## src/hw/rtl/cmes_pkg.sv

```systemverilog
`default_nettype none

package cmes_pkg;

  localparam int FRAC_BITS = 16;
  localparam int Q_W       = FRAC_BITS + 1;
  localparam int PROD_W    = 2 * Q_W;
  localparam int CNT_W     = 7;
  localparam int MODE_W    = 2;
  localparam int CFG_IDX_W = 3;
  localparam int DEPTH_DEF = 64;

  localparam logic [Q_W-1:0]    ONE_Q  = {1'b1, {FRAC_BITS{1'b0}}};
  localparam logic [PROD_W-1:0] HALF_P = PROD_W'(ONE_Q >> 1);

  localparam int IN_TDATA_W  = 24;
  localparam int OUT_TDATA_W = 64;
  localparam int FILT_LSB    = 0;
  localparam int MED_LSB     = Q_W;
  localparam int STORED_LSB  = 2 * Q_W;
  localparam int FILL_LSB    = 3 * Q_W;
  localparam int OUT_PAD_W   = OUT_TDATA_W - 3 * Q_W - CNT_W;
  localparam int IN_PAD_W    = IN_TDATA_W - Q_W;

  localparam logic [MODE_W-1:0] MODE_RAW        = 2'd0;
  localparam logic [MODE_W-1:0] MODE_EMA_SAMPLE = 2'd1;
  localparam logic [MODE_W-1:0] MODE_EMA_MEDIAN = 2'd2;

  localparam logic [CFG_IDX_W-1:0] REG_FILTER_MODE    = 3'd0;
  localparam logic [CFG_IDX_W-1:0] REG_EMA_WEIGHT     = 3'd1;
  localparam logic [CFG_IDX_W-1:0] REG_MEDIAN_COUNT   = 3'd2;
  localparam logic [CFG_IDX_W-1:0] REG_CLAMP_ENABLE   = 3'd3;
  localparam logic [CFG_IDX_W-1:0] REG_CLAMP_STEP     = 3'd4;
  localparam logic [CFG_IDX_W-1:0] REG_CLAMP_MIN_FILL = 3'd5;

  localparam logic [MODE_W-1:0] FILTER_MODE_RST    = MODE_RAW;
  localparam logic [Q_W-1:0]    EMA_WEIGHT_RST     = 17'd58982;
  localparam logic [CNT_W-1:0]  MEDIAN_COUNT_RST   = 7'd5;
  localparam logic              CLAMP_ENABLE_RST   = 1'b0;
  localparam logic [Q_W-1:0]    CLAMP_STEP_RST     = 17'd6554;
  localparam logic [CNT_W-1:0]  CLAMP_MIN_FILL_RST = 7'd10;

  typedef struct packed {
    logic             start;
    logic [CNT_W-1:0] len;
  } med_req_t;

  typedef struct packed {
    logic           done;
    logic [Q_W-1:0] value;
  } med_rsp_t;

  typedef struct packed {
    logic           start;
    logic [Q_W-1:0] weight;
    logic [Q_W-1:0] avg;
    logic [Q_W-1:0] x;
  } ema_req_t;

  typedef struct packed {
    logic           done;
    logic [Q_W-1:0] value;
  } ema_rsp_t;

endpackage

`default_nettype wire

```

## src/hw/rtl/cmes_ram.sv

```systemverilog
`default_nettype none

module cmes_ram #(
  parameter int WIDTH = 17,
  parameter int DEPTH = 64
) (
  input  wire logic                     clk,
  input  wire logic                     we,
  input  wire logic [$clog2(DEPTH)-1:0] waddr,
  input  wire logic [WIDTH-1:0]         wdata,
  input  wire logic                     re,
  input  wire logic [$clog2(DEPTH)-1:0] raddr,
  output logic      [WIDTH-1:0]         rdata
);

  logic [WIDTH-1:0] mem [DEPTH];

  always_ff @(posedge clk) begin
    if (we) begin
      mem[waddr] <= wdata;
    end
    if (re) begin
      rdata <= mem[raddr];
    end
  end

endmodule

`default_nettype wire

```

## src/hw/rtl/cmes_median.sv

```systemverilog
`default_nettype none

module cmes_median import cmes_pkg::*; #(
  parameter int DEPTH = DEPTH_DEF
) (
  input  wire logic                     clk,
  input  wire logic                     rst_n,
  input  wire med_req_t                 req,
  input  wire logic [$clog2(DEPTH)-1:0] head,
  output logic                          rd_en,
  output logic      [$clog2(DEPTH)-1:0] rd_addr,
  input  wire logic [Q_W-1:0]           rd_data,
  output med_rsp_t                      rsp
);

  localparam int ADDR_W = $clog2(DEPTH);
  localparam int BIT_W  = $clog2(Q_W);

  logic              busy_r;
  logic              dv_r;
  logic              done_r;
  logic [BIT_W-1:0]  bit_r;
  logic [CNT_W-1:0]  len_r;
  logic [CNT_W-1:0]  issue_r;
  logic [CNT_W-1:0]  tally_r;
  logic [CNT_W-1:0]  cnt_lo_r;
  logic [CNT_W-1:0]  cnt_hi_r;
  logic [CNT_W-1:0]  k_lo_r;
  logic [CNT_W-1:0]  k_hi_r;
  logic [Q_W-1:0]    p_lo_r;
  logic [Q_W-1:0]    p_hi_r;
  logic [Q_W-1:0]    val_r;
  logic [ADDR_W-1:0] head_r;
  logic [ADDR_W-1:0] addr_r;

  logic [Q_W-1:0]    hmask;
  logic [Q_W-1:0]    bsel;
  logic              hit_lo;
  logic              hit_hi;
  logic [CNT_W-1:0]  cnt_lo_nxt;
  logic [CNT_W-1:0]  cnt_hi_nxt;
  logic              pass_end;
  logic [Q_W-1:0]    p_lo_nxt;
  logic [Q_W-1:0]    p_hi_nxt;
  logic [CNT_W-1:0]  k_lo_nxt;
  logic [CNT_W-1:0]  k_hi_nxt;
  logic [Q_W:0]      mid_sum;
  logic [ADDR_W-1:0] addr_dec;

  // radix select: one value bit per pass over the window, msb first
  always_comb begin
    hmask      = ({Q_W{1'b1}} << bit_r) << 1;
    bsel       = {{(Q_W-1){1'b0}}, 1'b1} << bit_r;
    hit_lo     = dv_r && (((rd_data ^ p_lo_r) & hmask) == '0) && ((rd_data & bsel) == '0);
    hit_hi     = dv_r && (((rd_data ^ p_hi_r) & hmask) == '0) && ((rd_data & bsel) == '0);
    cnt_lo_nxt = cnt_lo_r + CNT_W'(hit_lo);
    cnt_hi_nxt = cnt_hi_r + CNT_W'(hit_hi);
    pass_end   = dv_r && (tally_r == len_r - CNT_W'(1));
    if (k_lo_r < cnt_lo_nxt) begin
      p_lo_nxt = p_lo_r;
      k_lo_nxt = k_lo_r;
    end else begin
      p_lo_nxt = p_lo_r | bsel;
      k_lo_nxt = k_lo_r - cnt_lo_nxt;
    end
    if (k_hi_r < cnt_hi_nxt) begin
      p_hi_nxt = p_hi_r;
      k_hi_nxt = k_hi_r;
    end else begin
      p_hi_nxt = p_hi_r | bsel;
      k_hi_nxt = k_hi_r - cnt_hi_nxt;
    end
    mid_sum  = {1'b0, p_lo_nxt} + {1'b0, p_hi_nxt} + {{Q_W{1'b0}}, 1'b1};
    addr_dec = (addr_r == '0) ? ADDR_W'(DEPTH - 1) : addr_r - ADDR_W'(1);
  end

  assign rd_en     = busy_r && (issue_r != len_r);
  assign rd_addr   = addr_r;
  assign rsp.done  = done_r;
  assign rsp.value = val_r;

  always_ff @(posedge clk) begin
    if (!rst_n) begin
      busy_r   <= 1'b0;
      dv_r     <= 1'b0;
      done_r   <= 1'b0;
      bit_r    <= '0;
      len_r    <= '0;
      issue_r  <= '0;
      tally_r  <= '0;
      cnt_lo_r <= '0;
      cnt_hi_r <= '0;
      k_lo_r   <= '0;
      k_hi_r   <= '0;
      p_lo_r   <= '0;
      p_hi_r   <= '0;
      val_r    <= '0;
      head_r   <= '0;
      addr_r   <= '0;
    end else begin
      done_r <= busy_r && pass_end && (bit_r == '0);
      dv_r   <= rd_en;
      if (req.start) begin
        busy_r   <= 1'b1;
        len_r    <= req.len;
        head_r   <= head;
        addr_r   <= head;
        issue_r  <= '0;
        tally_r  <= '0;
        cnt_lo_r <= '0;
        cnt_hi_r <= '0;
        p_lo_r   <= '0;
        p_hi_r   <= '0;
        bit_r    <= BIT_W'(Q_W - 1);
        k_hi_r   <= req.len >> 1;
        if (req.len[0]) begin
          k_lo_r <= req.len >> 1;
        end else begin
          k_lo_r <= (req.len >> 1) - CNT_W'(1);
        end
      end else if (busy_r) begin
        if (rd_en) begin
          issue_r <= issue_r + CNT_W'(1);
          addr_r  <= addr_dec;
        end
        if (dv_r && !pass_end) begin
          tally_r  <= tally_r + CNT_W'(1);
          cnt_lo_r <= cnt_lo_nxt;
          cnt_hi_r <= cnt_hi_nxt;
        end
        if (pass_end) begin
          p_lo_r   <= p_lo_nxt;
          p_hi_r   <= p_hi_nxt;
          k_lo_r   <= k_lo_nxt;
          k_hi_r   <= k_hi_nxt;
          cnt_lo_r <= '0;
          cnt_hi_r <= '0;
          tally_r  <= '0;
          issue_r  <= '0;
          addr_r   <= head_r;
          if (bit_r == '0) begin
            busy_r <= 1'b0;
            val_r  <= mid_sum[Q_W:1];
          end else begin
            bit_r <= bit_r - BIT_W'(1);
          end
        end
      end
    end
  end

endmodule

`default_nettype wire

```

## src/hw/rtl/cmes_ema.sv

```systemverilog
`default_nettype none

module cmes_ema import cmes_pkg::*; (
  input  wire logic     clk,
  input  wire logic     rst_n,
  input  wire ema_req_t req,
  output ema_rsp_t      rsp
);

  typedef enum logic [1:0] {E_IDLE, E_OLD, E_NEW, E_FIN} ema_state_t;

  ema_state_t        state_r;
  logic [Q_W-1:0]    w_r;
  logic [Q_W-1:0]    avg_r;
  logic [Q_W-1:0]    x_r;
  logic [PROD_W-1:0] prod_r;
  logic [PROD_W-1:0] sum_r;

  logic [Q_W-1:0]    mul_a;
  logic [Q_W-1:0]    mul_b;
  logic [PROD_W-1:0] mul_p;

  // one multiplier, shared between the old-average and new-input terms
  always_comb begin
    if (state_r == E_NEW) begin
      mul_a = ONE_Q - w_r;
      mul_b = x_r;
    end else begin
      mul_a = w_r;
      mul_b = avg_r;
    end
    mul_p = PROD_W'(mul_a) * PROD_W'(mul_b);
  end

  assign rsp.done  = (state_r == E_FIN);
  assign rsp.value = sum_r[FRAC_BITS +: Q_W];

  always_ff @(posedge clk) begin
    if (!rst_n) begin
      state_r <= E_IDLE;
      w_r     <= '0;
      avg_r   <= '0;
      x_r     <= '0;
      prod_r  <= '0;
      sum_r   <= '0;
    end else begin
      unique case (state_r)
        E_IDLE: begin
          if (req.start) begin
            w_r     <= req.weight;
            avg_r   <= req.avg;
            x_r     <= req.x;
            state_r <= E_OLD;
          end
        end
        E_OLD: begin
          prod_r  <= mul_p;
          state_r <= E_NEW;
        end
        E_NEW: begin
          sum_r   <= prod_r + mul_p + HALF_P;
          state_r <= E_FIN;
        end
        E_FIN: begin
          state_r <= E_IDLE;
        end
        default: begin
          state_r <= E_IDLE;
        end
      endcase
    end
  end

endmodule

`default_nettype wire

```

## src/hw/rtl/clamped_median_ema_smoother.sv

```systemverilog
// channel   dir  handshake              payload
// in_       in   in_tvalid/in_tready    tdata: sample; tuser: cmd
// out_      out  out_tvalid/out_tready  tdata: filtered, median, stored_sample, fill_count;
//                                       tuser: was_clamped
// cfg_      in   cfg_valid/cfg_ready    cfg_index, cfg_data
//
// clear request: goes straight to ST_DONE, which loads the result into the output register
// push request: the fsm steps through ST_PREV, ST_MED and ST_BLEND, plus ST_EMA with averaging,
// then ST_DONE; L = min(median_count, fill); each of the 17 value bits costs one read per element;
// L < 2 skips the select and ST_MED
// rst_n is synchronous; the window ram is not cleared, the fill count bounds every read
// one request in flight; a full output register holds the fsm in its last state until drained
`default_nettype none

module clamped_median_ema_smoother import cmes_pkg::*; #(
  parameter int WINDOW_DEPTH = DEPTH_DEF
) (
  input  wire logic                   clk,
  input  wire logic                   rst_n,
  input  wire logic                   in_tvalid,
  output logic                        in_tready,
  input  wire logic [IN_TDATA_W-1:0]  in_tdata,   // sample[16:0], zero pad
  input  wire logic [0:0]             in_tuser,   // cmd
  output logic                        out_tvalid,
  input  wire logic                   out_tready,
  output logic      [OUT_TDATA_W-1:0] out_tdata,  // filtered, median, stored_sample,
                                                  // fill_count, zero pad
  output logic      [0:0]             out_tuser,  // was_clamped
  input  wire logic                   cfg_valid,
  output logic                        cfg_ready,
  input  wire logic [CFG_IDX_W-1:0]   cfg_index,
  input  wire logic [Q_W-1:0]         cfg_data
);

  localparam int ADDR_W = $clog2(WINDOW_DEPTH);
  localparam int FILL_W = $clog2(WINDOW_DEPTH + 1);
  localparam int CMP_W  = (FILL_W > CNT_W) ? FILL_W : CNT_W;

  typedef enum logic [2:0] {
    ST_IDLE, ST_PREV, ST_MED, ST_BLEND, ST_EMA, ST_DONE
  } state_t;

  state_t            state_r;
  logic [MODE_W-1:0] mode_r;
  logic [Q_W-1:0]    weight_r;
  logic [CNT_W-1:0]  mcount_r;
  logic              clamp_en_r;
  logic [Q_W-1:0]    step_r;
  logic [CNT_W-1:0]  min_fill_r;

  logic [ADDR_W-1:0] head_r;
  logic [FILL_W-1:0] fill_r;
  logic [Q_W-1:0]    avg_r;
  logic              seeded_r;
  logic [Q_W-1:0]    samp_r;
  logic [Q_W-1:0]    stored_r;
  logic [Q_W-1:0]    med_r;
  logic [Q_W-1:0]    filt_r;
  logic              clamped_r;

  logic                   out_tvalid_r;
  logic [OUT_TDATA_W-1:0] out_tdata_r;
  logic                   out_tuser_r;

  logic              in_acc;
  logic [Q_W-1:0]    in_sample;
  logic [Q_W-1:0]    prev;
  logic              clamp_on;
  logic [Q_W-1:0]    delta;
  logic [Q_W:0]      up_sum;
  logic [Q_W-1:0]    stored_c;
  logic              clamped_c;
  logic [FILL_W-1:0] fill_inc;
  logic [ADDR_W-1:0] head_inc;
  logic [CNT_W-1:0]  cnt_eff;
  logic [CNT_W-1:0]  len_c;
  logic [Q_W-1:0]    w_sat;
  logic              blend_on;

  med_req_t          med_req;
  med_rsp_t          med_rsp;
  ema_req_t          ema_req;
  ema_rsp_t          ema_rsp;
  logic              med_rd_en;
  logic [ADDR_W-1:0] med_rd_addr;
  logic              ram_re;
  logic [ADDR_W-1:0] ram_raddr;

  assign in_tready = rst_n && (state_r == ST_IDLE);
  assign cfg_ready = rst_n;
  assign in_acc    = in_tvalid && in_tready;
  assign in_sample = (in_tdata[Q_W-1:0] > ONE_Q) ? ONE_Q : in_tdata[Q_W-1:0];

  always_comb begin
    clamp_on  = clamp_en_r && seeded_r && (CMP_W'(fill_r) >= CMP_W'(min_fill_r));
    delta     = (samp_r >= prev) ? samp_r - prev : prev - samp_r;
    up_sum    = {1'b0, prev} + {1'b0, step_r};
    stored_c  = samp_r;
    clamped_c = 1'b0;
    if (clamp_on && (delta > step_r)) begin
      clamped_c = 1'b1;
      if (samp_r >= prev) begin
        stored_c = (up_sum > {1'b0, ONE_Q}) ? ONE_Q : up_sum[Q_W-1:0];
      end else begin
        stored_c = (prev > step_r) ? prev - step_r : '0;
      end
    end
    fill_inc = (fill_r == FILL_W'(WINDOW_DEPTH)) ? fill_r : fill_r + FILL_W'(1);
    head_inc = (head_r == ADDR_W'(WINDOW_DEPTH - 1)) ? '0 : head_r + ADDR_W'(1);
    cnt_eff  = (mcount_r == '0) ? CNT_W'(1) : mcount_r;
    len_c    = (CMP_W'(cnt_eff) > CMP_W'(fill_inc)) ? CNT_W'(fill_inc) : cnt_eff;
    w_sat    = (weight_r > ONE_Q) ? ONE_Q : weight_r;
    blend_on = (mode_r == MODE_EMA_SAMPLE) || (mode_r == MODE_EMA_MEDIAN);
  end

  assign med_req.start  = (state_r == ST_PREV) && (len_c >= CNT_W'(2));
  assign med_req.len    = len_c;
  assign ema_req.start  = (state_r == ST_BLEND) && blend_on;
  assign ema_req.weight = w_sat;
  assign ema_req.avg    = avg_r;
  assign ema_req.x      = (mode_r == MODE_EMA_SAMPLE) ? stored_r : med_r;

  assign ram_re    = (in_acc && !in_tuser[0]) || med_rd_en;
  assign ram_raddr = med_rd_en ? med_rd_addr : head_r;

  cmes_ram #(
    .WIDTH (Q_W),
    .DEPTH (WINDOW_DEPTH)
  ) u_window (
    .clk   (clk),
    .we    (state_r == ST_PREV),
    .waddr (head_inc),
    .wdata (stored_c),
    .re    (ram_re),
    .raddr (ram_raddr),
    .rdata (prev)
  );

  cmes_median #(
    .DEPTH (WINDOW_DEPTH)
  ) u_median (
    .clk     (clk),
    .rst_n   (rst_n),
    .req     (med_req),
    .head    (head_inc),
    .rd_en   (med_rd_en),
    .rd_addr (med_rd_addr),
    .rd_data (prev),
    .rsp     (med_rsp)
  );

  cmes_ema u_ema (
    .clk   (clk),
    .rst_n (rst_n),
    .req   (ema_req),
    .rsp   (ema_rsp)
  );

  always_ff @(posedge clk) begin
    if (!rst_n) begin
      mode_r     <= FILTER_MODE_RST;
      weight_r   <= EMA_WEIGHT_RST;
      mcount_r   <= MEDIAN_COUNT_RST;
      clamp_en_r <= CLAMP_ENABLE_RST;
      step_r     <= CLAMP_STEP_RST;
      min_fill_r <= CLAMP_MIN_FILL_RST;
    end else if (cfg_valid && cfg_ready) begin
      unique case (cfg_index)
        REG_FILTER_MODE:    mode_r     <= cfg_data[MODE_W-1:0];
        REG_EMA_WEIGHT:     weight_r   <= cfg_data;
        REG_MEDIAN_COUNT:   mcount_r   <= cfg_data[CNT_W-1:0];
        REG_CLAMP_ENABLE:   clamp_en_r <= cfg_data[0];
        REG_CLAMP_STEP:     step_r     <= cfg_data;
        REG_CLAMP_MIN_FILL: min_fill_r <= cfg_data[CNT_W-1:0];
        default: begin
        end
      endcase
    end
  end

  always_ff @(posedge clk) begin
    if (!rst_n) begin
      state_r      <= ST_IDLE;
      head_r       <= '0;
      fill_r       <= '0;
      avg_r        <= '0;
      seeded_r     <= 1'b0;
      samp_r       <= '0;
      stored_r     <= '0;
      med_r        <= '0;
      filt_r       <= '0;
      clamped_r    <= 1'b0;
      out_tvalid_r <= 1'b0;
      out_tdata_r  <= '0;
      out_tuser_r  <= 1'b0;
    end else begin
      if (out_tvalid_r && out_tready && (state_r != ST_DONE)) begin
        out_tvalid_r <= 1'b0;
      end
      unique case (state_r)
        ST_IDLE: begin
          if (in_acc) begin
            if (in_tuser[0]) begin
              fill_r    <= '0;
              avg_r     <= '0;
              seeded_r  <= 1'b0;
              stored_r  <= '0;
              med_r     <= '0;
              filt_r    <= '0;
              clamped_r <= 1'b0;
              state_r   <= ST_DONE;
            end else begin
              samp_r  <= in_sample;
              state_r <= ST_PREV;
            end
          end
        end
        ST_PREV: begin
          stored_r  <= stored_c;
          clamped_r <= clamped_c;
          head_r    <= head_inc;
          fill_r    <= fill_inc;
          if (!seeded_r) begin
            avg_r <= stored_c;
          end
          if (len_c >= CNT_W'(2)) begin
            state_r <= ST_MED;
          end else begin
            med_r   <= stored_c;
            state_r <= ST_BLEND;
          end
        end
        ST_MED: begin
          if (med_rsp.done) begin
            med_r   <= med_rsp.value;
            state_r <= ST_BLEND;
          end
        end
        ST_BLEND: begin
          if (blend_on) begin
            state_r <= ST_EMA;
          end else begin
            filt_r  <= stored_r;
            state_r <= ST_DONE;
          end
        end
        ST_EMA: begin
          if (ema_rsp.done) begin
            avg_r    <= ema_rsp.value;
            seeded_r <= 1'b1;
            filt_r   <= ema_rsp.value;
            state_r  <= ST_DONE;
          end
        end
        ST_DONE: begin
          if (!out_tvalid_r || out_tready) begin
            out_tvalid_r <= 1'b1;
            out_tdata_r  <= {{OUT_PAD_W{1'b0}}, CNT_W'(fill_r), stored_r, med_r, filt_r};
            out_tuser_r  <= clamped_r;
            state_r      <= ST_IDLE;
          end
        end
        default: begin
          state_r <= ST_IDLE;
        end
      endcase
    end
  end

  assign out_tvalid   = out_tvalid_r;
  assign out_tdata    = out_tdata_r;
  assign out_tuser[0] = out_tuser_r;

endmodule

`default_nettype wire

```

## config.mk

```make
export PLATFORM = sky130hd
export DESIGN_NAME = clamped_median_ema_smoother
export DESIGN_NICKNAME = d
export VERILOG_FILES = /design/src/hw/rtl/cmes_pkg.sv /design/src/hw/rtl/cmes_ram.sv /design/src/hw/rtl/cmes_median.sv /design/src/hw/rtl/cmes_ema.sv /design/src/hw/rtl/clamped_median_ema_smoother.sv
export SDC_FILE = /design/constraint.sdc
export NUM_CORES = 2
export LEC_CHECK = 0
export ABC_CLOCK_PERIOD_IN_PS = 11600
export BUFFER_PORTS_ARGS = -buffer_cell sky130_fd_sc_hd__buf_2
export CORE_UTILIZATION = 30
export CTS_CLUSTER_SIZE = 40
export DETAILED_ROUTE_END_ITERATION = 10
export GPL_TIMING_DRIVEN = 0
export PLACE_DENSITY = 0.51
export SYNTH_ARGS = -nofsm -noshare
export SYNTH_HDL_FRONTEND = slang
export SYNTH_SLANG_ARGS = --single-unit
```

## constraint.sdc

```tcl
create_clock -name clk -period 11.6 [get_ports clk]
set_clock_uncertainty 0.15 [all_clocks]
set_input_delay 1.74 -clock clk [delete_from_list [all_inputs] [get_ports clk]]
set_output_delay 1.74 -clock clk [all_outputs]
set_load 0.05 [all_outputs]
```

==> flow_summary.html <==
<table>
<tr><th>Metric</th><th>Value</th></tr>
<tr><th colspan="2">Run status</th></tr>
<tr><td>Run status</td><td>complete, but fails checks</td></tr>
<tr><td>Violations in the final reports</td><td>max-capacitance violations, max-slew violations</td></tr>
<tr><th colspan="2">Clock tree</th></tr>
<tr><td>Max Buffers Root-to-Sink</td><td>3</td></tr>
<tr><td>TritonCTS clock tree</td><td>built</td></tr>
<tr><td>Clock sink count</td><td>between 1500 and 2000</td></tr>
<tr><td>Number of buffers inserted by hold repair at cts</td><td>0</td></tr>
<tr><td>Number of buffers created by CTS</td><td>~160</td></tr>
<tr><td>Clock slew at reported path FFs</td><td>approximately 0.06 ns</td></tr>
<tr><td>Number of H-tree levels</td><td>4</td></tr>
<tr><td>Setup repair bufs after CTS</td><td>0</td></tr>
<tr><td>Later-pin clock latency in the skew report</td><td>roughly 0.83 ns</td></tr>
<tr><td>Cell at the root of the clock tree</td><td>sky130_fd_sc_hd__clkbuf_16</td></tr>
<tr><th colspan="2">Final layout</th></tr>
<tr><td>Sequential cell area in the final layout</td><td>41930 sq um</td></tr>
<tr><td>Layout-stage area growth over the synthesis result</td><td>15.14%</td></tr>
<tr><td>Fill cell total of the finished layout</td><td>about 26000</td></tr>
<tr><td>Nets</td><td>a little under 8000</td></tr>
<tr><td>Finished Cell Area</td><td>~90000 sq um</td></tr>
<tr><td>Fin util</td><td>between 30% and 40%</td></tr>
<tr><td>Area occupied by multi-input gates</td><td>about 34000 sq um</td></tr>
<tr><td>Fraction of layout instances using a drive strength above 1</td><td>between 10 and 15%</td></tr>
<tr><th colspan="2">Synthesis</th></tr>
<tr><td>Post-synthesis register bit count</td><td>around 1500</td></tr>
<tr><td>Share of synthesized area occupied by flip-flops and latches</td><td>53.38%</td></tr>
<tr><td>Synth warn</td><td>0</td></tr>
<tr><td>Share of synthesized cell area in full adder, half adder and majority cells</td><td>between 10% and 20%</td></tr>
<tr><td>Synthesized-area fraction occupied by ao, oa, aoi and oai cells</td><td>a little under a tenth</td></tr>
<tr><td>Count of cell types in the netlist</td><td>about 110</td></tr>
<tr><td>Yosys top cell area share</td><td>a little over two fifths</td></tr>
<tr><td>Largest family of logic cells by synthesized area</td><td>simple AND/OR/NAND/NOR gates</td></tr>
<tr><td>Synthesized-area fraction occupied by xor and xnor cells</td><td>under 10%</td></tr>
<tr><td>Gate count after technology mapping</td><td>between 6000 and 7000</td></tr>
<tr><td>Proportion of synthesized area in mux cells</td><td>roughly 7.4%</td></tr>
<tr><td>Leading post-synthesis cells by cell area</td><td>sky130_fd_sc_hd__edfxtp_1 (42%), sky130_fd_sc_hd__dfxtp_1 (11%), sky130_fd_sc_hd__fa_1 (5.9%)</td></tr>
<tr><td>Syn Area/Cell</td><td>approximately 12 sq um</td></tr>
<tr><td>Most used flip-flop cell after synthesis</td><td>sky130_fd_sc_hd__edfxtp_1</td></tr>
<tr><td>Simple-Gate Fraction of Synth Area</td><td>approximately an eighth</td></tr>
<tr><td>Async S/R FF share, synth</td><td>0%</td></tr>
<tr><td>Cell area after synthesis</td><td>~79000 sq um</td></tr>
<tr><td>Cell taking the most area after synthesis</td><td>sky130_fd_sc_hd__edfxtp_1</td></tr>
<tr><td>Count of flip-flops with a built-in enable after synthesis</td><td>1105</td></tr>
<tr><th colspan="2">Floorplan</th></tr>
<tr><td>Starting density of the core</td><td>slightly above 30%</td></tr>
<tr><td>Die outline area</td><td>263900 sq um</td></tr>
<tr><td>Top-level I/O count</td><td>118</td></tr>
<tr><td>Floorplan core area</td><td>259900 sq um</td></tr>
<tr><td>Die width</td><td>513.7 um</td></tr>
<tr><td>Site row count</td><td>roughly 190</td></tr>
<tr><td>Chip height</td><td>513.7 um</td></tr>
<tr><th colspan="2">Timing</th></tr>
<tr><td>Final Critical Period</td><td>between 10 and 15 ns</td></tr>
<tr><td>Worst hold slack across all endpoints</td><td>between 0.2 and 0.3 ns</td></tr>
<tr><td>Worst Max-Slew Pin Slew</td><td>between 1.5 and 2 ns</td></tr>
<tr><td>Final number of setup-violating endpoints</td><td>0</td></tr>
<tr><td>Maximum operating frequency</td><td>between 80 and 90 MHz</td></tr>
<tr><td>RSZ-0062 raised after global routing</td><td>no</td></tr>
<tr><td>Share of the clock period used by the worst path after layout</td><td>between 90% and 100%</td></tr>
<tr><td>Worst-case setup margin in the final layout</td><td>approximately 0.42 ns</td></tr>
<tr><td>Relative slew margins</td><td>-4.204%</td></tr>
<tr><td>Max Transition Viols Final</td><td>6</td></tr>
<tr><td>Number of hold-slack violations in the final timing report</td><td>0</td></tr>
<tr><th colspan="2">Global route</th></tr>
<tr><td>Total grt overflow</td><td>0</td></tr>
<tr><td>Antenna violations before repair</td><td>6</td></tr>
<tr><td>Pin count of the biggest net entering global routing</td><td>67</td></tr>
<tr><td>Vias in the first global route</td><td>54400</td></tr>
<tr><td>Wire length of the first global-routing pass</td><td>~370000 um</td></tr>
<tr><td>Global-route total usage across every layer</td><td>between 10% and 20%</td></tr>
<tr><th colspan="2">Power</th></tr>
<tr><td>Switching pwr</td><td>4122 uW</td></tr>
<tr><td>Reported leakage power</td><td>0.03346 uW</td></tr>
<tr><td>Comb pwr share</td><td>about a fifth</td></tr>
<tr><td>Worst ir drop on vdd</td><td>around 0.14 mV</td></tr>
<tr><td>Switching part of the total</td><td>about 30%</td></tr>
<tr><td>Power Internal</td><td>approximately 9700 uW</td></tr>
<tr><td>Pwr dens</td><td>around 150 nW/um^2</td></tr>
<tr><td>Clock power frac</td><td>a little over a third</td></tr>
<tr><td>Share of total power in sequential cells</td><td>roughly 45%</td></tr>
<tr><th colspan="2">Detailed routing</th></tr>
<tr><td>Post-route ant nets</td><td>0</td></tr>
<tr><td>Routed wire length per instance</td><td>~24 um</td></tr>
<tr><td>Vias</td><td>~55000</td></tr>
<tr><td>Number of DRC violations after detailed routing</td><td>0</td></tr>
<tr><td>DRC marker count from the first detailed-route iteration</td><td>5224</td></tr>
<tr><td>Via density per instance</td><td>slightly above 5</td></tr>
<tr><td>DR pass1 iterations</td><td>7</td></tr>
<tr><td>Total Routed Length</td><td>between 200000 and 300000 um</td></tr>
<tr><th colspan="2">Critical path</th></tr>
<tr><td>Arrival time at the worst endpoint</td><td>approximately 12 ns</td></tr>
<tr><td>Highest fanout seen on the critical path</td><td>10</td></tr>
<tr><td>CP Launch Type</td><td>register</td></tr>
<tr><td>Worst Setup End Kind</td><td>register</td></tr>
<tr><td>Critical path class</td><td>reg -&gt; reg</td></tr>
<tr><td>Logic depth of the worst register-to-register path</td><td>39</td></tr>
<tr><td>Slowest stage cell on the critical path</td><td>sky130_fd_sc_hd__o31ai_1</td></tr>
<tr><td>Delay of the slowest critical-path stage</td><td>approximately 0.63 ns</td></tr>
<tr><td>WP data required</td><td>12.13 ns</td></tr>
<tr><td>Dominant cell type by count on the critical path</td><td>sky130_fd_sc_hd__fa_1</td></tr>
<tr><th colspan="2">Placed design</th></tr>
<tr><td>HPWL Detailed</td><td>about 190000 um</td></tr>
<tr><td>Placer congestion estimate</td><td>approximately 0.93</td></tr>
<tr><td>Dpl cell area</td><td>roughly 85000 sq um</td></tr>
<tr><td>Port buffer count</td><td>103</td></tr>
<tr><td>Pre-CTS setup slack</td><td>-0.08220 ns</td></tr>
<tr><th colspan="2">Hold path</th></tr>
<tr><td>Worst hold path stage count</td><td>2</td></tr>
<tr><td>Path type of the worst min-delay path</td><td>reg -&gt; reg</td></tr>
<tr><th colspan="2">Flow run</th></tr>
<tr><td>Count of maximum capacitance violations</td><td>2</td></tr>
</table>
## layout by cell type (no fill, tap or decap), drive strengths merged, types with 67 or more instances in the layout
cell type  count
mux2i        111
edfxtp      1105
nor2         578
nand2       1033
a311oi        69
a211oi        69
a21oi        352
o21ai        189
buf          321
dfxtp        437
xor2          86
a21o          81
xnor2        122
inv          437
nand3        255
fa           230
mux4         198
clkbuf       434
ha           323
a31oi         67
## area by class of cell
class                      count  area share [%]
clock inverter                76          0.7762
multi-input combinational   4441           37.36
sequential                  1542           46.37
timing repair buffer         189           2.302
buffer                       363           1.851
inverter                     434           1.804
clock buffer                 204           4.687
antenna                        5         0.01384
tap                         3496           4.837
## kinds of logic after synthesis
group | after synthesis
DFF | 1542
xor gates and xnor gates | 208
and+or+nand+nor | 2204
other | 1
AOI/OAI and AO/OA | 1137
muxes | 332
adders and majority gates | 554
buffers and inverters | 797
## through the flow
step,setup TNS [ns],total power [uW],std cells
2_1_floorplan,0,7860,6780
3_3_place_gp,-584.28,8843,10380
3_5_place_dp,-0.08220,8901,10470
4_1_cts,0,13850,10750
5_1_grt,0,14260,10750
6_report,0,13790,10750
## synthesized netlist by cell type, drive strengths merged (189+ instances only)
cell type and number:
a21oi 352, clkbuf 230, dfxtp 437, edfxtp 1105, fa 230, ha 323
inv 432, mux4 198, nand2 1033, nand3 255, nor2 578, o21ai 189
## sequential cells by signal, summed over array words and instances, names as in the netlist, 17 cells and up
signal	flops
avg_r	17
filt_r	17
med_r	17
out_tdata	58
samp_r	17
step_r	17
stored_r	17
u_ema.avg_r	17
u_ema.prod_r	33
u_ema.sum_r	17
u_ema.w_r	17
u_ema.x_r	17
u_median.p_hi_r	17
u_median.p_lo_r	17
u_median.val_r	17
u_window.mem	1088
u_window.rdata	17
weight_r	17
## metal layers
layer	share of wire, %	global-route usage, %	vias up
li1	-	-	25040
met1	44	25.82	27990
met2	47	30.86	1839
met3	5.9	2.620	372
met4	3.4	6.387	2
met5	0.0075	0	-
## worst paths after layout
kind                                         to           from  slack (ns)
worst max-delay path            u_ema.sum_r[32]   u_ema.w_r[0]        0.42
worst min-delay path              out_tdata[15]  out_tdata[15]        0.30
worst max register to register  u_ema.sum_r[32]   u_ema.w_r[0]        0.42
worst min register to register    out_tdata[15]  out_tdata[15]        0.30
## power by group through the flow
stage	Combinational [uW]	Sequential (uW)	Clock, uW
CTS	2590	6200	5060
finish	2610	6210	4970
detailed placement	2580	6320	0
global route	2780	6210	5270
global placement	2510	6330	0
floorplan	1630	6230	0
## critical path: cells and delay by family, from the launching register on
kind | cells | cell delay [ns]
buffers and inverters | 6 | 0.84
AND/OR/NAND/NOR | 9 | 1.63
AO/OA/AOI/OAI | 11 | 2.62
XOR/XNOR | 3 | 1.13
adder cells (fa/ha/maj) | 10 | 4.28
flip-flops | 1 | 0.35
## what timing repair did
action | 4_1_cts | 5_1_grt
setup endpoints to repair | 1 | 7
pin swaps | 0 | 0
gates resized for setup | 3 | 22
Power figures use the tool's default switching activity.
